<file path="src/hw/rtl/bhbs_pkg.sv">
// Shared constants, types and helpers of the byte histogram bar scaler.
`default_nettype none

package bhbs_pkg;

    localparam int NUM_BINS   = 256;
    localparam int COUNT_BITS = 32;
    localparam int IDX_BITS   = (NUM_BINS > 1) ? $clog2(NUM_BINS) : 1;
    localparam int BYTE_BITS  = 8;
    localparam int BAR_BITS   = 6;
    localparam int OUT_BITS   = 32;
    localparam int PROD_BITS  = COUNT_BITS + BAR_BITS;
    localparam int STEP_BITS  = $clog2(BAR_BITS);

    localparam logic [1:0] ACT_COUNT = 2'd0;
    localparam logic [1:0] ACT_QUERY = 2'd1;
    localparam logic [1:0] ACT_CLEAR = 2'd2;

    localparam logic [63:0] OUT_MAX = 64'h0000_0000_FFFF_FFFF;

    typedef struct packed {
        logic load;
        logic clear;
        logic update;
        logic mul;
        logic div;
        logic finish;
    } bhbs_cmd_t;

    function automatic logic [OUT_BITS-1:0] sat_out(input logic [COUNT_BITS-1:0] v);
        logic [63:0] w;
        w = 64'(v);
        if (w > OUT_MAX)
        begin
            return '1;
        end
        return w[OUT_BITS-1:0];
    endfunction

endpackage

`default_nettype wire

</file>
<file path="src/hw/rtl/bhbs_ctrl.sv">
// Controller state machine sequencing count, query and clear items.
`default_nettype none

module bhbs_ctrl
    import bhbs_pkg::*;
(
    input  wire logic       clk,
    input  wire logic       rst_n,
    input  wire logic       start,
    input  wire logic [1:0] action,
    output logic            busy,
    output bhbs_cmd_t       cmd
);

    typedef enum logic [4:0] {
        ST_IDLE   = 5'b00001,
        ST_UPDATE = 5'b00010,
        ST_MUL    = 5'b00100,
        ST_DIV    = 5'b01000,
        ST_DONE   = 5'b10000
    } state_t;

    state_t               state_reg;
    state_t               state_next;
    logic [STEP_BITS-1:0] step_reg;
    logic [STEP_BITS-1:0] step_next;
    logic                 accept;

    assign busy   = (state_reg != ST_IDLE);
    assign accept = start && !busy;

    always_comb
    begin
        state_next = state_reg;
        step_next  = step_reg;
        cmd        = '0;
        unique case (state_reg)
            ST_IDLE:
            begin
                step_next = '0;
                if (accept)
                begin
                    unique case (action)
                        ACT_COUNT:
                        begin
                            cmd.load   = 1'b1;
                            state_next = ST_UPDATE;
                        end
                        ACT_QUERY:
                        begin
                            cmd.load   = 1'b1;
                            state_next = ST_MUL;
                        end
                        ACT_CLEAR:
                        begin
                            cmd.clear = 1'b1;
                        end
                        default:
                        begin
                            state_next = ST_IDLE;
                        end
                    endcase
                end
            end
            ST_UPDATE:
            begin
                cmd.update = 1'b1;
                state_next = ST_IDLE;
            end
            ST_MUL:
            begin
                cmd.mul    = 1'b1;
                state_next = ST_DIV;
            end
            ST_DIV:
            begin
                cmd.div   = 1'b1;
                step_next = STEP_BITS'(step_reg + 1'b1);
                if (step_reg == STEP_BITS'(BAR_BITS - 1))
                begin
                    state_next = ST_DONE;
                end
            end
            ST_DONE:
            begin
                cmd.finish = 1'b1;
                state_next = ST_IDLE;
            end
            default:
            begin
                state_next = ST_IDLE;
            end
        endcase
    end

    always_ff @(posedge clk or negedge rst_n)
    begin
        if (!rst_n)
        begin
            state_reg <= ST_IDLE;
            step_reg  <= '0;
        end
        else
        begin
            state_reg <= state_next;
            step_reg  <= step_next;
        end
    end

endmodule

`default_nettype wire

</file>
<file path="config.mk">
export PLATFORM = sky130hd
export DESIGN_NAME = bhbs_ctrl
export DESIGN_NICKNAME = d
export VERILOG_FILES = /design/src/hw/rtl/bhbs_pkg.sv /design/src/hw/rtl/bhbs_ctrl.sv
export SDC_FILE = /design/constraint.sdc
export NUM_CORES = 1
export LEC_CHECK = 0
export ABC_CLOCK_PERIOD_IN_PS = 1900
export BUFFER_PORTS_ARGS = -buffer_cell sky130_fd_sc_hd__buf_2
export CORE_AREA = 5 5 42 44
export CTS_CLUSTER_SIZE = 20
export DETAILED_ROUTE_END_ITERATION = 10
export DIE_AREA = 0 0 47 49
export PLACE_DENSITY = 0.58
export REMOVE_ABC_BUFFERS = 1
export SLEW_MARGIN = 20
export SYNTH_ARGS = -nofsm -noshare
export SYNTH_HDL_FRONTEND = slang
export SYNTH_SLANG_ARGS = --single-unit
</file>
<file path="constraint.sdc">
create_clock -name clk -period 1.9 [get_ports clk]
set_input_delay 0 -clock clk [delete_from_list [all_inputs] [get_ports clk]]
set_output_delay 0 -clock clk [all_outputs]
set_load 0.1 [all_outputs]
</file>
==> metrics.md <==
| Metric | Value |
|---|---|
| Seq/Total Area, Yosys | `41.1%` |
| Slowest CP cell | `dlygate4sd3_1` |
| Cell variety after synth | `28` |
| Initial antenna violation count | `0` |
| Most frequent cells in the layout | `buf_2 (9), dfrtp_1 (7), nand2_1 (5), nor2_1 (5), clkbuf_4 (5)` |
| Critical path class | `flop to flop` |
| Gr busiest metal | `met2` |
| RSZ-0062 raised after global routing | `no` |
| GPL Wtd Cong | `0.726` |
| Final WL | `~1000 um` |
| Max Cap Viol | `0` |
| Worst reg2reg path depth | `4` |
| Combinational share of power | `23.9%` |
| Worst Hold Class | `input port to flop` |
| Pwr/cell area | `just under 700 nW/um^2` |
| Global-route wire length before repair | `about 1800 um` |
| Worst Setup End Kind | `flop` |
| Layout cells sized above 1 | `31.3%` |
| Total Routing Usage GR | `between 10% and 20%` |
| Port Buffers | `11` |
| Synth async-reset ratio | `100%` |
| Critical path peak fanout | `6` |
| Met1 Track Usage GR | `a little over an eighth` |
| Pre-antenna DRT Iters | `3` |
| H-tree depth | `1` |
| Pre-CTS setup slack | `around 0.38 ns` |
| Vias in the first global route | `a little under 400` |
| Leak Pwr | `just over 0.3 nW` |
| # IOs | `12` |
| Sw Share | `~34%` |
| Worst setup margin | `0.181 ns` |
| Placed cell count | `75` |
| Hold WS | `roughly 0.051 ns` |
| Psw | `0.149 mW` |
| Slew @ Worst Pin | `0.487 ns` |
| Cell area after synthesis | `490 sq um` |
| Commonest non-fill, non-tap cell in the layout | `buf_2` |
| Hold Startpoint | `start` |
| Clk sinks | `8` |
| CP arrival | `about 1.9 ns` |
| Worst Hold Path EP | `state_reg[2]$_DFFE_PN0P_` |
| Setup Skew | `around 0.0082 ns` |
| Max reg flops | `5` |
| Post-synth EDFFs | `0` |
| Final hold viol count | `0` |
| HPWL Detailed | `roughly 750 um` |
| CTS Buf Count | `3` |
| Final std cells w/o fill | `83` |
| Synth warnings | `0` |
| Die area | `between 2000 and 2500 sq um` |
| Final Cell Area | `around 630 sq um` |
| Met3 usage | `around 3.7%` |
| Clk network pwr share | `33.6%` |
| Largest net degree at the start of global routing | `10` |
| NumNets Final | `75` |
| Die width | `47 um` |
| Hold depth | `3` |
| Critical-path cell list | `nor4_4 -> nand2_1 -> nor4_1 -> dlygate4sd3_1` |
| Status | `finished clean` |
| Syn-to-layout area delta | `27.6%` |
| RR Startpoint | `state_reg[1]$_DFFE_PN0P_` |
| R2r setup slk | `roughly 0.18 ns` |
| Cell Area, Placed | `554 sq um` |
| Wire length per cell | `12.0 um` |
| Pint | `0.287 mW` |
| Std-Cell Rows | `14` |
| Fmax | `about 580 MHz` |
| Finished Core Util | `44.6%` |
| Yosys reg bits | `8` |
| Core area | `1400 sq um` |
| Via Count | `between 400 and 500` |
| Min cycle time layout | `1.72 ns` |
| DRT iter0 DRCs | `7` |
| Vias per cell | `5.19` |
| Req. time, crit path | `roughly 2.1 ns` |
| Reg2reg end | `state_reg[1]$_DFFE_PN0P_` |
| Slew Limit Fails | `0` |
| Post-CTS Setup Bufs | `0` |
| Grt met2 use | `15.4%` |
| Headroom to the max-slew limit | `about two thirds` |
| Residual DRC | `0` |
| Die Y-Extent | `49 um` |
| Syn Inst Count | `between 40 and 50` |
| Antenna Nets Post-Route | `0` |
| Synth Area per Inst | `10.0 sq um` |
| Seq pwr share | `~43%` |
| Clock-pin slew on the worst setup and hold paths | `about 0.06 ns` |
| Final setup fails | `0` |
| Starting Density | `about a third` |
| Startpoint Class | `flop` |
| Peak supply drop | `0.346 mV` |
| Most used DFF post-synth | `dfrtp_1` |
| CTS tree | `yes` |
| Ant. Diodes | `0` |
| Final Cycle Share | `90.5%` |
| Clock Path Buffers | `2` |
| Critical path's largest stage delay | `between 0.5 and 0.6 ns` |
| GR Overflow Total | `0` |
| Clk root buf | `clkbuf_4` |
| Clk_lat worst skew | `0.26 ns` |
-- power groups by stage --
stage                     Sequential [mW]  Clock, mW  Combinational [mW]
final                               0.185      0.146               0.104
after detailed placement            0.188          0              0.0972
after floorplan                     0.186          0              0.0764
after global routing                0.187      0.160               0.112
after CTS                           0.185      0.152               0.103
after global placement              0.188          0              0.0967
-- cells by family (layout without fill, tap and decap cells) --
kind of cell,after synthesis,in the layout,synth area share [%]
multiplexers,1,1,2.30
adder cells (fa/ha/maj),2,2,5.10
buffers and inverters,4,22,4.59
AND/OR/NAND/NOR,28,28,38.5
AO/OA/AOI/OAI,6,6,8.42
flip-flops,8,8,41.1
-- worst max-delay path by stage --
stage / from / endpoint / slack [ns] / depth (start not counted)
floorplan: state_reg[1]$_DFFE_PN0P_ / cmd[4] / -1.78 / 3
global placement: state_reg[1]$_DFFE_PN0P_ / cmd[4] / 0.40 / 4
detailed placement: state_reg[1]$_DFFE_PN0P_ / cmd[4] / 0.38 / 4
CTS: state_reg[1]$_DFFE_PN0P_ / cmd[4] / 0.1 / 4
global route: state_reg[1]$_DFFE_PN0P_ / state_reg[1]$_DFFE_PN0P_ / 0.007 / 4
finish: state_reg[1]$_DFFE_PN0P_ / state_reg[1]$_DFFE_PN0P_ / 0.18 / 4
-- per-layer routing --
| metal | wire length, um | part of all wire [%] |
|---|---|---|
| met3 | 45 | 4.5 |
| met2 | 458 | 46 |
| met1 | 460 | 46 |
| met4 | 32 | 3.2 |
| met5 | 0 | 0 |
-- worst max-delay path: cells and delay by family, from the launching register on --
kind                   cells  cell delay (ns)
flip-flops                 1             0.45
AND/OR/NAND/NOR            3             0.64
buffers and inverters      1             0.57
-- area by class of cell --
cell class	count	area, sq um
fillers	140	776
multi-input cells	37	267
well taps	16	20.0
inverters	3	11.3
flip-flops and latches	8	201
repair buffers	15	100
clock buffers	4	26.3
-- cell usage after synthesis, drive strengths merged, types with 2 or more instances --
| master | count | area, sq um |
|---|---|---|
| a21oi | 2 | 10.0 |
| nor2 | 5 | 18.8 |
| dfrtp | 7 | 175 |
| nor4 | 2 | 27.5 |
| nor2b | 2 | 15.0 |
| ha | 2 | 25.0 |
| nor3 | 4 | 20.0 |
| nor4b | 2 | 23.8 |
| nand2 | 5 | 18.8 |
| inv | 3 | 11.3 |
-- what timing repair did --
action | CTS | global route
gates resized for setup | 0 | 2
endpoints found under the setup margin | 0 | 2
endpoints found under the hold margin | 10 | 0
hold buffers | 4 | 0
-- per-stage QoR --
step,power [mW],TNS [ns]
floorplan,0.263,-4.28
global placement,0.285,0
detailed placement,0.285,0
CTS,0.440,0
global route,0.458,0
finish,0.435,0
(Power assumes the default switching activity.)
