<file path="src/hw/rtl/bhbs_pkg.sv">
// Shared constants, types and helpers of the byte histogram bar scaler.
`default_nettype none

package bhbs_pkg;

    localparam int NUM_BINS   = 256;
    localparam int COUNT_BITS = 32;
    localparam int IDX_BITS   = (NUM_BINS > 1) ? $clog2(NUM_BINS) : 1;
    localparam int BYTE_BITS  = 8;
    localparam int BAR_BITS   = 6;
    localparam int OUT_BITS   = 32;
    localparam int PROD_BITS  = COUNT_BITS + BAR_BITS;
    localparam int STEP_BITS  = $clog2(BAR_BITS);

    localparam logic [1:0] ACT_COUNT = 2'd0;
    localparam logic [1:0] ACT_QUERY = 2'd1;
    localparam logic [1:0] ACT_CLEAR = 2'd2;

    localparam logic [63:0] OUT_MAX = 64'h0000_0000_FFFF_FFFF;

    typedef struct packed {
        logic load;
        logic clear;
        logic update;
        logic mul;
        logic div;
        logic finish;
    } bhbs_cmd_t;

    function automatic logic [OUT_BITS-1:0] sat_out(input logic [COUNT_BITS-1:0] v);
        logic [63:0] w;
        w = 64'(v);
        if (w > OUT_MAX)
        begin
            return '1;
        end
        return w[OUT_BITS-1:0];
    endfunction

endpackage

`default_nettype wire

</file>
<file path="src/hw/rtl/bhbs_regs.sv">
// APB configuration register block holding bar_width.
`default_nettype none

module bhbs_regs
    import bhbs_pkg::*;
(
    input  wire logic                clk,
    input  wire logic                rst_n,
    input  wire logic                psel,
    input  wire logic                penable,
    input  wire logic                pwrite,
    input  wire logic [2:0]          paddr,
    input  wire logic [31:0]         pwdata,
    output logic      [31:0]         prdata,
    output logic                     pready,
    output logic      [BAR_BITS-1:0] bar_width
);

    localparam logic REG_BAR_WIDTH = 1'b0;
    localparam logic [BAR_BITS-1:0] BAR_WIDTH_RESET = BAR_BITS'(63);

    logic [BAR_BITS-1:0] bar_width_reg;
    logic                wr_en;

    assign pready = 1'b1;
    assign wr_en  = psel && penable && pwrite && (paddr[2] == REG_BAR_WIDTH);

    always_ff @(posedge clk or negedge rst_n)
    begin
        if (!rst_n)
        begin
            bar_width_reg <= BAR_WIDTH_RESET;
        end
        else if (wr_en)
        begin
            bar_width_reg <= pwdata[BAR_BITS-1:0];
        end
    end

    always_comb
    begin
        prdata = '0;
        if (paddr[2] == REG_BAR_WIDTH)
        begin
            prdata = 32'(bar_width_reg);
        end
    end

    assign bar_width = bar_width_reg;

endmodule

`default_nettype wire

</file>
<file path="config.mk">
export PLATFORM = sky130hd
export DESIGN_NAME = bhbs_regs
export DESIGN_NICKNAME = d
export VERILOG_FILES = /design/src/hw/rtl/bhbs_pkg.sv /design/src/hw/rtl/bhbs_regs.sv
export SDC_FILE = /design/constraint.sdc
export NUM_CORES = 1
export LEC_CHECK = 0
export BUFFER_PORTS_ARGS = -buffer_cell sky130_fd_sc_hd__buf_2
export CAP_MARGIN = 40
export CORE_MARGIN = 1
export CORE_UTILIZATION = 28
export CTS_BUF_LIST = sky130_fd_sc_hd__clkbuf_4 sky130_fd_sc_hd__clkbuf_8 sky130_fd_sc_hd__clkbuf_16
export DETAILED_ROUTE_END_ITERATION = 10
export PLACE_DENSITY = 0.74
export RECOVER_POWER = 50
export SLEW_MARGIN = 20
export SYNTH_ARGS = -nofsm -noshare
export SYNTH_HDL_FRONTEND = slang
export SYNTH_SLANG_ARGS = --single-unit
</file>
<file path="constraint.sdc">
create_clock -name clk -period 1.2 [get_ports clk]
set_clock_uncertainty 0.2 [all_clocks]
set_input_delay 0.12 -clock clk [delete_from_list [all_inputs] [get_ports clk]]
set_output_delay 0.12 -clock clk [all_outputs]
set_load 0.005 [all_outputs]
</file>
==> results of run 1 <==
==> how the worst min path moves through the flow <==
stage	endpoint	slack, ns	cells after the start
after floorplan	bar_width[0]$_DFFE_PN1P_	-0.23	0
after global placement	bar_width[5]$_DFFE_PN1P_	-0.05	1
after detailed placement	bar_width[5]$_DFFE_PN1P_	-0.05	1
after CTS	bar_width[5]$_DFFE_PN1P_	0.11	3
after global routing	bar_width[0]$_DFFE_PN1P_	0.12	3
final	bar_width[3]$_DFFE_PN1P_	0.11	3
==> repair_timing <==
action                                  CTS  global route
hold buffers                              7             0
setup buffers                             0             3
gates resized for setup                   0             7
gates cloned                              0             0
endpoints found under the hold margin    12             0
endpoints found under the setup margin   12            12
==> cells by family (layout without fill, tap and decap cells) <==
group / count (synthesis) / count (layout) / share of synthesized area [%]
buffers and inverters: 27 / 36 / 39.6
flip-flops: 6 / 6 / 30.8
multiplexers: 6 / 6 / 13.2
other: 2 / 27 / 1.47
AND/OR/NAND/NOR: 7 / 7 / 14.9
==> critical path, cell delays in order, from the launching register on <==
cell and delay, ns:
dfstp_2 0.53, and2b_2 0.15, buf_6 0.09
==> cell usage after synthesis (all sizes together) <==
| cell type | instances | area share [%] |
|---|---|---|
| and2b | 6 | 10 |
| dfstp | 6 | 31 |
| buf | 27 | 40 |
| mux2 | 6 | 13 |
| conb | 2 | 1.5 |
| nand4b | 1 | 4.6 |
==> area by class of cell <==
| type | count | share of cell area [%] |
|---|---|---|
| well taps | 25 | 4.44 |
| multi-input cells | 40 | 34.8 |
| clock buffers | 3 | 3.20 |
| flip-flops and latches | 6 | 22.4 |
| repair buffers | 33 | 35.2 |
==> cells in the final DEF, fill, tap and decap left out, drive strengths merged <==
master	synthesis	final
clkbuf	0	4
dlygate4sd3	0	7
dfstp	6	6
and2b	6	6
conb	2	27
buf	27	25
mux2	6	6
nand4b	1	1
==> metal layers <==
layer	GRT usage, %	share of wire [%]	wire length (um)
met5	0	0	0
met4	7.27	0	0
met3	2.40	7.2	73
met2	18.8	67	675
met1	7.96	26	264
==> report_power, final <==
part	leakage [nW]	switching (mW)	internal [mW]	total, mW
logic	0.309	0.110	0.197	0.307
clock network	0.0138	0.0725	0.113	0.186
registers	0.0630	0.0266	0.280	0.307
==> out/summary.txt, run 1 <==
===============================================================================================
Status ........................................................................... complete, but fails checks
Violated checks .................................................................. negative setup slack
Count of endpoints failing hold in the final timing report .......................            0
Non-filler cells in the finished layout ..........................................          107
Vertical die dimension ...........................................................      44.8 um
Initial cell density of the core .................................................        29.6%
Setup TNS after final layout .....................................................    -0.860 ns
Post-route DRC ...................................................................            0
First-pass GRT wire length .......................................................      1.30 mm
Avg Cell Area, Syn ...............................................................     10.7 um2
Total of warnings raised by yosys ................................................            0
Count of vias placed by the detailed router ......................................          375
H-tree depth reported by CTS .....................................................            1
Min Hold Slack ...................................................................     0.108 ns
Clock input transition at the sequential cells of the worst setup and hold paths .      0.04 ns
Area Growth Syn to Fin ...........................................................        37.7%
Area after detailed placement ....................................................      549 um2
Routed WL per cell ...............................................................      9.47 um
Setup slack after placement ......................................................    0.0929 ns
Flip-flop and latch count after synthesis ........................................            6
Placed cells .....................................................................           94
First drt pass iteration count ...................................................            2
Worst-path fanout max ............................................................            3
Endpoint of the most critical register-to-register path .......................... bar_width[4]$_DFFE_PN1P_
Clock tree from TritonCTS ........................................................        built
Post-layout total power ..........................................................       800 uW
Clock insertion delay at the later pin of the skew report ........................      0.24 ns
Worst setup path endpoint ........................................................    prdata[3]
Die Width ........................................................................      44.8 um
IO Pins ..........................................................................           79
Fraction of final layout cells sized beyond drive strength 1 .....................        57.3%
Maximum number of pins on one net before global-route repair .....................            8
# rows ...........................................................................           15
Total core area ..................................................................  0.00173 mm2
Placed wire-length estimate after detailed placement .............................       658 um
Setup repair after global routing missed its margin ..............................          yes
Overflow left after global routing ...............................................            0
Leakage power ....................................................................     0.386 nW
Worst Path Class, Setup .......................................................... register to output port
Post-layout utilization of the core ..............................................        40.8%
Area of the die ..................................................................  0.00200 mm2
Final number of max-transition violations ........................................            0
Final setup violating endpoints ..................................................            9
Highest achievable clock rate ....................................................    0.755 GHz
Area of the mapped netlist .......................................................      512 um2
Kind of launch point of the worst setup path .....................................     register
Total area of multi-input combinational cells ....................................      245 um2
Sequential element share of the synthesized area .................................        30.8%
Port Buf Inserts .................................................................           23
Total CTS buffers ................................................................            3
Net count reported at finish .....................................................          124
Remaining antenna violation count after routing ..................................            0
Total wirelength of the detailed-routed design ...................................      1.01 mm
Category of the worst setup path capture point ...................................  output port
Count of clock tree sinks ........................................................            6
Number of antenna violations at the first check in global routing ................            0
R2R depth ........................................................................            2
Flip-flop count of the largest register, all copies and words added ..............            6
Overall Global Routing Usage .....................................................        9.56%
Critical path arrival ............................................................      1.00 ns
Register-to-register setup slack .................................................      0.18 ns
# diodes .........................................................................            0
Worst-case vdd ir drop ...........................................................     0.339 mV
Clock tree root driver cell ......................................................     clkbuf_4
Final Wtd Congestion .............................................................        0.623
Ratio of final minimum period to clock period ....................................         110%
Number of global-route vias before repair ........................................          319
Hold Crit Start ..................................................................      penable
Required time reported for the critical path endpoint ............................      0.88 ns
Power density over the cells .....................................................  1140 mW/mm2
Count of mapped cells out of synthesis ...........................................           48
Hold/Removal Path Class .......................................................... input port to register
Setup WS post-layout .............................................................    -0.124 ns
Initial detailed-routing violation count .........................................            1
Critical path startpoint ......................................................... bar_width[3]$_DFFE_PN1P_
Maximum clock insertion buffer count .............................................            2
RR Startpoint .................................................................... bar_width[4]$_DFFE_PN1P_
Min Tclk post-route ..............................................................      1.32 ns
Vias per cell ....................................................................         3.50
Total of fill cells in the finished design .......................................          171
Count of unique library cells instantiated by Yosys ..............................            6
Final design instance area without fill ..........................................      704 um2
Area of all sequential standard cells ............................................      158 um2
Number of maximum-capacitance violations .........................................            0
===============================================================================================
(Power assumes the default switching activity.)
==> run 2: changes to the inputs <==
clock period = 1.5 ns   (was 1.2 ns; I/O delays follow)
==> run 2 against run 1 <==
  * The run now ends clean
  * First-iteration DRC count shrank 100%
  * Register-to-register slack better by 0.39 ns
  * Setup slack gained 0.28 ns
  * Die area did not move
  * Clock power shrank 24%
  * Hold slack better by 0.039 ns
  * Count of clock-buffer cells in the layout is the same
  * Power shrank 30%
  * Critical path type unchanged
  * Critical endpoint is now prdata[4]
  * Largest cell class is now multi-input gates
  * Largest power group unchanged
==> out/summary.txt, run 2 (synthesized netlist as in run 1, its figures left out) <==
===============================================================================================
Flip-flop count of the largest register, all copies and words added ..............            6   unchanged
Min Tclk post-route ..............................................................      1.35 ns
Setup repair after global routing missed its margin ..............................           no
Clock tree root driver cell ......................................................     clkbuf_4
Number of antenna violations at the first check in global routing ................            0   unchanged
Vertical die dimension ...........................................................      44.8 um   unchanged
Worst-path cell chain ............................................................ and2b_2, buf_2
Maximum number of pins on one net before global-route repair .....................            8   unchanged
Count of vias placed by the detailed router ......................................          350   -6.7%
Overall Global Routing Usage .....................................................        8.99%   -0.57 points
Total core area ..................................................................  0.00173 mm2   unchanged
Worst-path fanout max ............................................................            3   unchanged
Placed cells .....................................................................           94   unchanged
Hold Path Cell Cnt ...............................................................            3   unchanged
Hold Path Sink ................................................................... bar_width[4]$_DFFE_PN1P_
Most frequent cells in the layout ................................................ conb_1 (27), buf_2 (22), dlygate4sd3_1 (7)
Initial cell density of the core .................................................        29.6%   unchanged
Final Wtd Congestion .............................................................        0.623   about the same
R2R depth ........................................................................            1   -1
Non-filler cells in the finished layout ..........................................          104   -2.8%
Net count reported at finish .....................................................          121   -2.4%
Maximum clock insertion buffer count .............................................            2   unchanged
First-pass GRT wire length .......................................................      1.28 mm   -1.1%
Number of maximum-capacitance violations .........................................            0   unchanged
Remaining antenna violation count after routing ..................................            0   unchanged
Placed wire-length estimate after detailed placement .............................       632 um   -4.0%
Count of endpoints failing hold in the final timing report .......................            0   unchanged
Highest achievable clock rate ....................................................    0.743 GHz
Critical path arrival ............................................................      1.00 ns   about the same
Leakage power ....................................................................     0.361 nW   -6.4%
Final number of max-transition violations ........................................            0   unchanged
Kind of launch point of the worst setup path .....................................     register
H-tree depth reported by CTS .....................................................            1   unchanged
Total CTS buffers ................................................................            3   unchanged
CP max-delay cell ................................................................      dfstp_2
Required time reported for the critical path endpoint ............................      1.15 ns   +0.27 ns
RR Startpoint .................................................................... bar_width[1]$_DFFE_PN1P_
Ratio of final minimum period to clock period ....................................        89.8%
Endpoint of the most critical register-to-register path .......................... bar_width[1]$_DFFE_PN1P_
Worst Path Class, Setup .......................................................... register to output port
Clock tree from TritonCTS ........................................................        built
Post-CTS Setup Repair Bufs .......................................................            0   unchanged
Status ...........................................................................    completed
Hold Crit Start ..................................................................      penable
Clock input transition at the sequential cells of the worst setup and hold paths .      0.04 ns   about the same
IO Pins ..........................................................................           79   unchanged
Overflow left after global routing ...............................................            0   unchanged
Clock insertion delay at the later pin of the skew report ........................      0.24 ns   about the same
Count of clock tree sinks ........................................................            6   unchanged
Port Buf Inserts .................................................................           23   unchanged
# rows ...........................................................................           15   unchanged
Hold/Removal Path Class .......................................................... input port to register
Register-to-register setup slack .................................................      0.57 ns   +0.39 ns
Leading cell type in the layout, fill and taps excluded ..........................       conb_1
Die Width ........................................................................      44.8 um   unchanged
Number of global-route vias before repair ........................................          302   -5.3%
Post-route DRC ...................................................................            0   unchanged
Final setup violating endpoints ..................................................            0   -9
Initial detailed-routing violation count .........................................            0   -1
Slowest stage delay, CP ..........................................................      0.53 ns   about the same
First drt pass iteration count ...................................................            1   -1
Routed WL per cell ...............................................................      8.11 um   -14%
Fraction of final layout cells sized beyond drive strength 1 .....................        55.7%   -1.6 points
# diodes .........................................................................            0   unchanged
Vias per cell ....................................................................         3.37   -4.0%
Category of the worst setup path capture point ...................................  output port
Worst-case vdd ir drop ...........................................................     0.271 mV   -20%
Power density over the cells .....................................................   878 mW/mm2   -23%
Total wirelength of the detailed-routed design ...................................       843 um   -17%
Area of the die ..................................................................  0.00200 mm2   unchanged
Setup TNS after final layout .....................................................         0 ns   +0.860 ns
Area Growth Syn to Fin ...........................................................        25.2%
===============================================================================================
[run 2: changes by cell type in the layout (fill, tap and decap cells not counted), sizes merged]
cell	before	now
buf	25	22
[run 2: worst max path at each step]
| stage | from | endpoint | slack, ns | depth (start not counted) |
|---|---|---|---|---|
| detailed placement | paddr[2] | bar_width[1]$_DFFE_PN1P_ | 0.36 | 3 |
| floorplan | bar_width[0]$_DFFE_PN1P_ | prdata[0] | 0.49 | 1 |
| finish | bar_width[4]$_DFFE_PN1P_ | prdata[4] | 0.15 | 2 |
| global placement | paddr[2] | bar_width[0]$_DFFE_PN1P_ | 0.38 | 3 |
| CTS | bar_width[4]$_DFFE_PN1P_ | prdata[4] | 0.14 | 2 |
| global route | bar_width[4]$_DFFE_PN1P_ | prdata[4] | 0.11 | 2 |
[run 2: power breakdown]
part	internal, mW	leakage, nW	switching (mW)
clock	0.0901	0.0138	0.0520
combinational	0.103	0.284	0.0706
sequential	0.224	0.0630	0.0221
total	0.418	0.361	0.145
[run 2: what timing repair did]
item | CTS | global route
hold buffers | 7 | 0
gates resized for setup | 0 | 0
hold endpoints to repair | 12 | 0
[run 2: area by class of cell]
type | instances | area [um2]
repair buffers | 30 | 184
well taps | 25 | 31.3
fillers | 181 | 1090
multi-input cells | 40 | 245
clock buffers | 3 | 22.5
flip-flops and latches | 6 | 158
[run 2: per-layer routing]
metal	GRT usage, %	routed length (um)
met1	8.50	264
met3	2.40	68
met2	17.1	510
met5	0	0
met4	5.45	0
[run 2: stage by stage]
stage | instance area [um2] | util, % | hold slack [ns] | total power [mW] | setup slack, ns
6_report | 641 | 37.1 | 0.148 | 0.562 | 0.153
5_1_grt | 641 | 37.1 | 0.152 | 0.606 | 0.106
4_1_cts | 642 | 37.2 | 0.140 | 0.574 | 0.137
3_5_place_dp | 549 | 31.8 | -0.0196 | 0.411 | 0.358
3_3_place_gp | 549 | 31.8 | -0.0194 | 0.403 | 0.378
2_1_floorplan | 606 | - | -0.198 | 0.377 | 0.493
[run 2: worst max-delay path: cells and delay by family (launching register included)]
| family | cells | cell delay (ns) |
|---|---|---|
| buffers and inverters | 1 | 0.10 |
| flip-flops | 1 | 0.53 |
| AND/OR/NAND/NOR | 1 | 0.13 |
